<file path="src/rtl/blg_pkg.sv">
// Package for the battery level gauge: payload structs, field widths,
// register indexes, reset values and status codes. No dependencies.
package blg_pkg;

    localparam int MV_W      = 14;                  // millivolt fields and registers
    localparam int PCT_W     = 7;                   // unsigned percentage 0..100
    localparam int LVL_W     = 8;                   // signed level, -1 when unknown
    localparam int RAMP_W    = 8;
    localparam int STAT_W    = 3;
    localparam int CFG_IDX_W = 3;
    localparam int CFG_W     = 14;

    localparam int PCT_FULL  = 100;
    // (mv - empty) * 100 stays below span * 2^7 when mv < full, so 7 quotient bits do
    localparam int DIV_STEPS = PCT_W;
    localparam int DIV_CNT_W = $clog2(DIV_STEPS);
    localparam int DVD_W     = MV_W + DIV_STEPS;

    localparam logic [CFG_IDX_W-1:0] REG_EMPTY_MV    = 3'd0;
    localparam logic [CFG_IDX_W-1:0] REG_FULL_MV     = 3'd1;
    localparam logic [CFG_IDX_W-1:0] REG_ABSENT_MV   = 3'd2;
    localparam logic [CFG_IDX_W-1:0] REG_RAMP_POLLS  = 3'd3;
    localparam logic [CFG_IDX_W-1:0] REG_USB_PRES_MV = 3'd4;
    localparam logic [CFG_IDX_W-1:0] REG_USB_OFFS_MV = 3'd5;

    localparam logic [MV_W-1:0]   RST_EMPTY_MV    = 14'd3270;
    localparam logic [MV_W-1:0]   RST_FULL_MV     = 14'd4200;
    localparam logic [MV_W-1:0]   RST_ABSENT_MV   = 14'd3000;
    localparam logic [RAMP_W-1:0] RST_RAMP_POLLS  = 8'd5;
    localparam logic [MV_W-1:0]   RST_USB_PRES_MV = 14'd4000;
    localparam logic [MV_W-1:0]   RST_USB_OFFS_MV = 14'd400;

    localparam logic [STAT_W-1:0] ST_UNKNOWN     = 3'd0;
    localparam logic [STAT_W-1:0] ST_NO_BATTERY  = 3'd1;
    localparam logic [STAT_W-1:0] ST_CHARGING    = 3'd2;
    localparam logic [STAT_W-1:0] ST_CHARGED     = 3'd3;
    localparam logic [STAT_W-1:0] ST_DISCHARGING = 3'd4;

    localparam logic CMD_SEED = 1'b0;
    localparam logic CMD_POLL = 1'b1;

    localparam logic signed [LVL_W-1:0] LEVEL_NONE = -8'sd1;

    typedef struct packed {
        logic            cmd;
        logic [MV_W-1:0] batt_mv;
        logic [MV_W-1:0] bus_mv;
        logic            pmu_ready;
        logic            batt_present;
        logic            charging;
        logic            charge_done;
    } t_blg_in;

    typedef struct packed {
        logic signed [LVL_W-1:0] level_pct;
        logic [STAT_W-1:0]       status;
        logic [MV_W-1:0]         volts_out;
    } t_blg_out;

endpackage

</file>
<file path="src/rtl/battery_level_gauge_rate_limited.sv">
// Battery level gauge: voltage to percent mapping with seed, poll and upward slew limit.
// Depends on blg_pkg and on the divider blg_div.
// The result is registered through the prep and post states when no division is needed
// (level clamped to 0 or 100), and through prep, the 7-step serial divider and post otherwise.
// The post state waits for a free output; no new item is accepted until post is done.
// Reset (synchronous, active low): registers to defaults, no level stored, ramp count zero.
module battery_level_gauge_rate_limited
    import blg_pkg::*;
(
    input  logic                 i_clk,
    input  logic                 i_rst_n,
    input  logic                 i_cfg_we,
    input  logic [CFG_IDX_W-1:0] i_cfg_index,
    input  logic [CFG_W-1:0]     i_cfg_data,
    input  logic                 i_in_valid,
    output logic                 o_in_ready,
    input  t_blg_in              i_in_data,
    output logic                 o_out_valid,
    input  logic                 i_out_ready,
    output t_blg_out             o_out_data
);

    localparam logic [1:0] S_IDLE = 2'd0;
    localparam logic [1:0] S_PREP = 2'd1;
    localparam logic [1:0] S_DIV  = 2'd2;
    localparam logic [1:0] S_POST = 2'd3;

    logic [1:0]              r_state, n_state;
    t_blg_in                 r_item, n_item;
    logic                    r_mapok, n_mapok;
    logic [PCT_W-1:0]        r_map, n_map;
    logic signed [LVL_W-1:0] r_last, n_last;
    logic [RAMP_W-1:0]       r_ramp, n_ramp;
    logic                    r_out_valid, n_out_valid;
    t_blg_out                r_out, n_out;

    logic [MV_W-1:0]         r_empty_mv, r_full_mv, r_absent_mv;
    logic [MV_W-1:0]         r_usb_pres_mv, r_usb_offs_mv;
    logic [RAMP_W-1:0]       r_ramp_polls;

    logic [MV_W-1:0]         w_mv;
    logic [MV_W-1:0]         w_span_diff;
    logic [DVD_W-1:0]        w_dividend;
    logic [MV_W-1:0]         w_span;
    logic                    w_div_start;
    logic                    w_div_done;
    logic [PCT_W-1:0]        w_quotient;
    logic [STAT_W-1:0]       w_status;
    logic                    w_out_free;
    logic [RAMP_W-1:0]       w_ramp_inc;

    // configuration registers
    always_ff @(posedge i_clk) begin
        if (!i_rst_n) begin
            r_empty_mv    <= RST_EMPTY_MV;
            r_full_mv     <= RST_FULL_MV;
            r_absent_mv   <= RST_ABSENT_MV;
            r_ramp_polls  <= RST_RAMP_POLLS;
            r_usb_pres_mv <= RST_USB_PRES_MV;
            r_usb_offs_mv <= RST_USB_OFFS_MV;
        end else if (i_cfg_we) begin
            unique case (i_cfg_index)
                REG_EMPTY_MV:    r_empty_mv    <= i_cfg_data[MV_W-1:0];
                REG_FULL_MV:     r_full_mv     <= i_cfg_data[MV_W-1:0];
                REG_ABSENT_MV:   r_absent_mv   <= i_cfg_data[MV_W-1:0];
                REG_RAMP_POLLS:  r_ramp_polls  <= i_cfg_data[RAMP_W-1:0];
                REG_USB_PRES_MV: r_usb_pres_mv <= i_cfg_data[MV_W-1:0];
                REG_USB_OFFS_MV: r_usb_offs_mv <= i_cfg_data[MV_W-1:0];
                default: ;
            endcase
        end
    end

    // seed lowers the voltage by the offset when USB power shows
    always_comb begin
        w_mv = r_item.batt_mv;
        if (r_item.cmd == CMD_SEED && r_item.bus_mv > r_usb_pres_mv &&
            r_item.batt_mv > r_usb_offs_mv) begin
            w_mv = r_item.batt_mv - r_usb_offs_mv;
        end
    end

    always_comb begin
        if (!r_item.pmu_ready) begin
            w_status = ST_UNKNOWN;
        end else if (!r_item.batt_present || r_item.batt_mv < r_absent_mv) begin
            w_status = ST_NO_BATTERY;
        end else if (r_item.charging) begin
            w_status = ST_CHARGING;
        end else if (r_item.charge_done) begin
            w_status = ST_CHARGED;
        end else begin
            w_status = ST_DISCHARGING;
        end
    end

    assign w_span_diff = w_mv - r_empty_mv;
    assign w_span      = r_full_mv - r_empty_mv;
    assign w_dividend  = DVD_W'(w_span_diff) * DVD_W'(PCT_FULL);
    assign w_out_free  = !r_out_valid || i_out_ready;
    assign w_ramp_inc  = r_ramp + 1'b1;

    blg_div u_div (
        .i_clk      (i_clk),
        .i_rst_n    (i_rst_n),
        .i_start    (w_div_start),
        .i_dividend (w_dividend),
        .i_divisor  (w_span),
        .o_done     (w_div_done),
        .o_quotient (w_quotient)
    );

    always_comb begin
        n_state     = r_state;
        n_item      = r_item;
        n_mapok     = r_mapok;
        n_map       = r_map;
        n_last      = r_last;
        n_ramp      = r_ramp;
        n_out_valid = r_out_valid;
        n_out       = r_out;
        w_div_start = 1'b0;

        if (r_out_valid && i_out_ready) begin
            n_out_valid = 1'b0;
        end

        unique case (r_state)
            S_IDLE: begin
                if (i_in_valid) begin
                    n_item  = i_in_data;
                    n_state = S_PREP;
                end
            end
            S_PREP: begin
                if (r_item.cmd == CMD_SEED) begin
                    n_mapok = r_item.pmu_ready && (w_mv >= r_absent_mv);
                end else begin
                    n_mapok = r_item.pmu_ready && r_item.batt_present &&
                              (r_item.batt_mv != '0);
                end
                n_state = S_POST;
                if (w_mv >= r_full_mv) begin
                    n_map = PCT_W'(PCT_FULL);
                end else if (r_full_mv <= r_empty_mv || w_mv <= r_empty_mv) begin
                    n_map = '0;
                end else begin
                    w_div_start = 1'b1;
                    n_state     = S_DIV;
                end
            end
            S_DIV: begin
                if (w_div_done) begin
                    n_map   = w_quotient;
                    n_state = S_POST;
                end
            end
            S_POST: begin
                if (w_out_free) begin
                    n_out.status    = w_status;
                    n_out.volts_out = (r_item.pmu_ready && r_item.batt_present) ?
                                      r_item.batt_mv : '0;
                    if (r_item.cmd == CMD_SEED) begin
                        if (r_mapok) begin
                            n_last = LVL_W'(r_map);
                        end
                        n_out.level_pct = r_mapok ? LVL_W'(r_map) : r_last;
                    end else if (!r_mapok) begin
                        n_out.level_pct = LEVEL_NONE;
                    end else begin
                        n_out.level_pct = LVL_W'(r_map);
                        if (!r_last[LVL_W-1] && r_map > r_last[PCT_W-1:0]) begin
                            // upward move: hold, or step by one once the ramp count is met
                            n_out.level_pct = r_last;
                            if (r_item.charging) begin
                                n_ramp = w_ramp_inc;
                                if (w_ramp_inc >= r_ramp_polls) begin
                                    n_ramp          = '0;
                                    n_out.level_pct = r_last + LVL_W'(1);
                                end
                            end
                        end else begin
                            n_ramp = '0;
                        end
                        n_last = n_out.level_pct;
                    end
                    n_out_valid = 1'b1;
                    n_state     = S_IDLE;
                end
            end
            default: n_state = S_IDLE;
        endcase
    end

    always_ff @(posedge i_clk) begin
        if (!i_rst_n) begin
            r_state     <= S_IDLE;
            r_last      <= LEVEL_NONE;
            r_ramp      <= '0;
            r_out_valid <= 1'b0;
        end else begin
            r_state     <= n_state;
            r_last      <= n_last;
            r_ramp      <= n_ramp;
            r_out_valid <= n_out_valid;
        end
        r_item  <= n_item;
        r_mapok <= n_mapok;
        r_map   <= n_map;
        r_out   <= n_out;
    end

    assign o_in_ready  = (r_state == S_IDLE);
    assign o_out_valid = r_out_valid;
    assign o_out_data  = r_out;

    a_level_range: assert property (@(posedge i_clk) disable iff (!i_rst_n)
        o_out_valid |-> (o_out_data.level_pct >= LEVEL_NONE &&
                         o_out_data.level_pct <= LVL_W'(PCT_FULL)))
        else $error("level out of range");

    a_one_at_a_time: assert property (@(posedge i_clk) disable iff (!i_rst_n)
        (i_in_valid && o_in_ready) |=> !o_in_ready)
        else $error("second item accepted while busy");

    a_unknown_volts: assert property (@(posedge i_clk) disable iff (!i_rst_n)
        (o_out_valid && o_out_data.status == ST_UNKNOWN) |-> (o_out_data.volts_out == '0))
        else $error("voltage reported while chip not ready");

endmodule

</file>
<file path="src/rtl/blg_div.sv">
// Restoring divider, one quotient bit per cycle.
// Depends on blg_pkg for the widths and the step count.
module blg_div
    import blg_pkg::*;
(
    input  logic              i_clk,
    input  logic              i_rst_n,
    input  logic              i_start,
    input  logic [DVD_W-1:0]  i_dividend,
    input  logic [MV_W-1:0]   i_divisor,
    output logic              o_done,
    output logic [PCT_W-1:0]  o_quotient
);

    logic                 r_busy, n_busy;
    logic                 r_done, n_done;
    logic [DIV_CNT_W-1:0] r_cnt, n_cnt;
    logic [MV_W-1:0]      r_rem, n_rem;
    logic [PCT_W-1:0]     r_quo, n_quo;
    logic [MV_W-1:0]      r_dvs, n_dvs;

    logic [MV_W:0]        w_trial;
    logic [MV_W:0]        w_diff;
    logic                 w_ge;

    assign w_trial = {r_rem, r_quo[PCT_W-1]};
    assign w_ge    = w_trial >= {1'b0, r_dvs};
    assign w_diff  = w_trial - {1'b0, r_dvs};

    always_comb begin
        n_busy = r_busy;
        n_done = 1'b0;
        n_cnt  = r_cnt;
        n_rem  = r_rem;
        n_quo  = r_quo;
        n_dvs  = r_dvs;
        if (i_start) begin
            n_busy = 1'b1;
            n_cnt  = '0;
            n_rem  = i_dividend[DVD_W-1:PCT_W];
            n_quo  = i_dividend[PCT_W-1:0];
            n_dvs  = i_divisor;
        end else if (r_busy) begin
            // remainder stays below the divisor, so it fits MV_W bits
            n_rem = w_ge ? w_diff[MV_W-1:0] : w_trial[MV_W-1:0];
            n_quo = {r_quo[PCT_W-2:0], w_ge};
            n_cnt = r_cnt + 1'b1;
            if (r_cnt == DIV_CNT_W'(DIV_STEPS - 1)) begin
                n_busy = 1'b0;
                n_done = 1'b1;
            end
        end
    end

    always_ff @(posedge i_clk) begin
        if (!i_rst_n) begin
            r_busy <= 1'b0;
            r_done <= 1'b0;
            r_cnt  <= '0;
        end else begin
            r_busy <= n_busy;
            r_done <= n_done;
            r_cnt  <= n_cnt;
        end
        r_rem <= n_rem;
        r_quo <= n_quo;
        r_dvs <= n_dvs;
    end

    assign o_done     = r_done;
    assign o_quotient = r_quo;

endmodule
</file>
<file path="config.mk">
export PLATFORM = sky130hd
export DESIGN_NAME = battery_level_gauge_rate_limited
export DESIGN_NICKNAME = d
export VERILOG_FILES = /design/src/rtl/blg_pkg.sv /design/src/rtl/battery_level_gauge_rate_limited.sv /design/src/rtl/blg_div.sv
export SDC_FILE = /design/constraint.sdc
export NUM_CORES = 1
export LEC_CHECK = 0
export ABC_CLOCK_PERIOD_IN_PS = 10700
export BUFFER_PORTS_ARGS = -buffer_cell sky130_fd_sc_hd__buf_2
export CAP_MARGIN = 20
export CORE_ASPECT_RATIO = 2
export CORE_MARGIN = 3
export CORE_UTILIZATION = 40
export DETAILED_ROUTE_END_ITERATION = 12
export PLACE_DENSITY = 0.59
export RECOVER_POWER = 25
export SETUP_SLACK_MARGIN = 0.1
export SLEW_MARGIN = 20
export SYNTH_ARGS = -nofsm -noshare
export SYNTH_HDL_FRONTEND = slang
export SYNTH_SLANG_ARGS = --single-unit
</file>
<file path="constraint.sdc">
create_clock -name i_clk -period 10.7 [get_ports i_clk]
set_input_delay 1.07 -clock i_clk [delete_from_list [all_inputs] [get_ports i_clk]]
set_output_delay 1.07 -clock i_clk [all_outputs]
set_load 0.02 [all_outputs]
</file>
==> metrics.cfg <==
[outcome]
outcome=finished, violations left
violations=max-capacitance violations, max-slew violations

[placement]
place_hpwl_um=29500
finalWeightedCongestion=0.919
portBuffers=81
dp_cells=1982

[synthesis]
synthesis.nets=1750
synth.distinct_cells=65
ys_seq_area_share_pct=36.6
synthCells=1502
syn_area_mm2=0.0138
avgSynthCellArea_um2=9.19
synthTopCellsByArea=edfxtp_1 (22%), ha_1 (16%), dfxtp_1 (15%)
synth_ff_type=dfxtp_1
yosys-top-cells-count=nand2_1 (194), ha_1 (181), inv_1 (152)
yosysMostFrequentCell=nand2_1
async_flop_share_pct=0
synth.largest_area_cell=edfxtp_1
synth_top_area_share_pct=21.5
ys_ff_latch=203
yosysWarnings=0
synth-edff-count=99

[clock_tree]
root_buffer=clkbuf_16
htree_levels=1
ctsHoldBuffers=0
cts_tree=built
cts_num_sinks=203
cts_resized=0
clk_latency_ps=530
cts_buffers=20
cts_buffer_depth=3
path_clk_slew_ps=70
post_cts_buffers=0

[timing]
holdWs_ps=467
post-route-period-util_pct=77.5
slew_headroom_pct=-178
fin_tns_setup_ps=0
drv_slew=128
finalSetupViolCount=0
skew_ps=23.2
hold_violations=0
rsz0062_at_grt=false
tightest_slew_ps=4170
fin_crit_ps=8290
timing.fmax_ghz=0.121

[power]
p_total_w=0.00518
power_density_mw_per_mm2=338
p_leak_nw=6.54
worst_ir_drop_vdd_mv=0.229

[hold_path]
hold_path_class=reg2reg
hold_start=r_usb_offs_mv[12]

[critical_path]
criticalPathCategory=reg2reg
crit_path_end_kind=register
r2r_start=r_item[18]
cp_top_family=compound AO/OA/AOI/OAI gates
arrival_ps=8550
cp-startpoint=r_item[18]
critPathSlowestCell=a21oi_2
cpPeakStageDelay_ps=770
worst-endpoint-required_ps=10960
crit_buf_inv=5
cp-start-kind=register
path_max_fanout=15

[detailed_routing]
drt_wl_total_um=37100
routed_via_density=5.42
drt_iter0_markers=395
drc_errors=0
ant_nets=0
wl_per_cell_um=18.4
drt-pass1-iter-count=5
via_count=10900

[global_routing]
grt_use_total_pct=20.1
grt_pass1_wl_um=57800
grt_overflow=0
grt_pass1_vias=11300
antenna_found_initial=0
grt_max_degree=100

[die]
die-area_mm2=0.0369
start_util_pct=40.7
io_pins=82
num_rows=95
core_mm2=0.0339
die_h_um=269
die_x_um=137

[cells_and_area]
drive_gt1_share_pct=9.29
instances_no_fill=2018
num-nets-final=1816
n_antenna_cell=0
area_growth_pct=11.0

[job]
max_cap_viol_count=2

-- layer usage --
metal | track usage (%) | wire (um) | vias to the layer above | part of all wire [%]
li1 | - | - | 5464 | -
met4 | 11.9 | 2340 | 0 | 6.3
met1 | 18.5 | 12600 | 5220 | 34
met3 | 1.62 | 759 | 86 | 2.0
met2 | 40.9 | 21300 | 171 | 58
met5 | 0 | 0 | - | 0
-- kinds of logic after synthesis --
| group | after synthesis | share of synthesized area [%] |
|---|---|---|
| buf+inv | 195 | 5.44 |
| mux | 34 | 2.60 |
| simple gates | 455 | 15.5 |
| compound gates | 359 | 17.7 |
| fa+ha+maj | 193 | 18.1 |
| xor+xnor | 63 | 4.00 |
| flops | 203 | 36.6 |
-- state kept, by name, indices dropped and copies added, names as in the netlist, 14 cells and up --
signal         cells
r_item            33
u_div.r_rem       14
u_div.r_dvs       14
r_empty_mv        14
r_full_mv         14
o_out_data        25
r_usb_offs_mv     14
r_absent_mv       14
r_usb_pres_mv     14
-- per-stage QoR --
| stage | setup slack (ps) | area (um2) | utilization, % |
|---|---|---|---|
| after floorplan | 3780 | 13800 | - |
| after global placement | 2540 | 14600 | 43.2 |
| after detailed placement | 2460 | 14600 | 43.2 |
| after CTS | 2410 | 15300 | 45.3 |
| after global routing | 1760 | 15300 | 45.2 |
| final | 2410 | 15300 | 45.2 |
-- final timing paths --
kind                             to  slack (ps)  cells after the start
setup / recovery    u_div.r_rem[13]        2410                     32
hold / removal    r_usb_offs_mv[12]         470                      2
setup reg to reg    u_div.r_rem[13]        2410                     32
hold reg to reg   r_usb_offs_mv[12]         470                      2
-- worst reg2reg max path: cells and delay by family, from the launching register on --
kind	cells	cell delay [ps]
compound gates	13	3710
xor+xnor	2	330
fa+ha+maj	7	2160
buf+inv	5	360
flops	1	460
mux	1	460
simple gates	4	540
-- power by group --
group	internal (W)	switching, W
registers	0.000985	0.0000834
logic	0.00142	0.00192
clock network	0.000458	0.000314
total	0.00286	0.00232
-- placed cells by master, fill, tap and decap left out, types with 24 or more instances in the layout --
master	instances
o211ai_1	40
nor2b_1	30
o21ai_0	59
inv_1	152
a21oi_1	74
edfxtp_1	99
nand2_1	194
a21boi_0	56
xor2_1	24
nor2_1	74
dfxtp_1	104
ha_1	181
buf_2	81
xnor2_1	39
nand3_1	26
-- final cells by class --
type,instances,area (um2)
Clock buffer,26,543
Sequential cell,203,5050
Tap cell,436,546
Fill cell,3291,18600
Inverter,152,571
Multi-Input combinational cell,1104,8000
Clock inverter,10,165
Timing Repair Buffer,87,443
(Power assumes the default switching activity.)
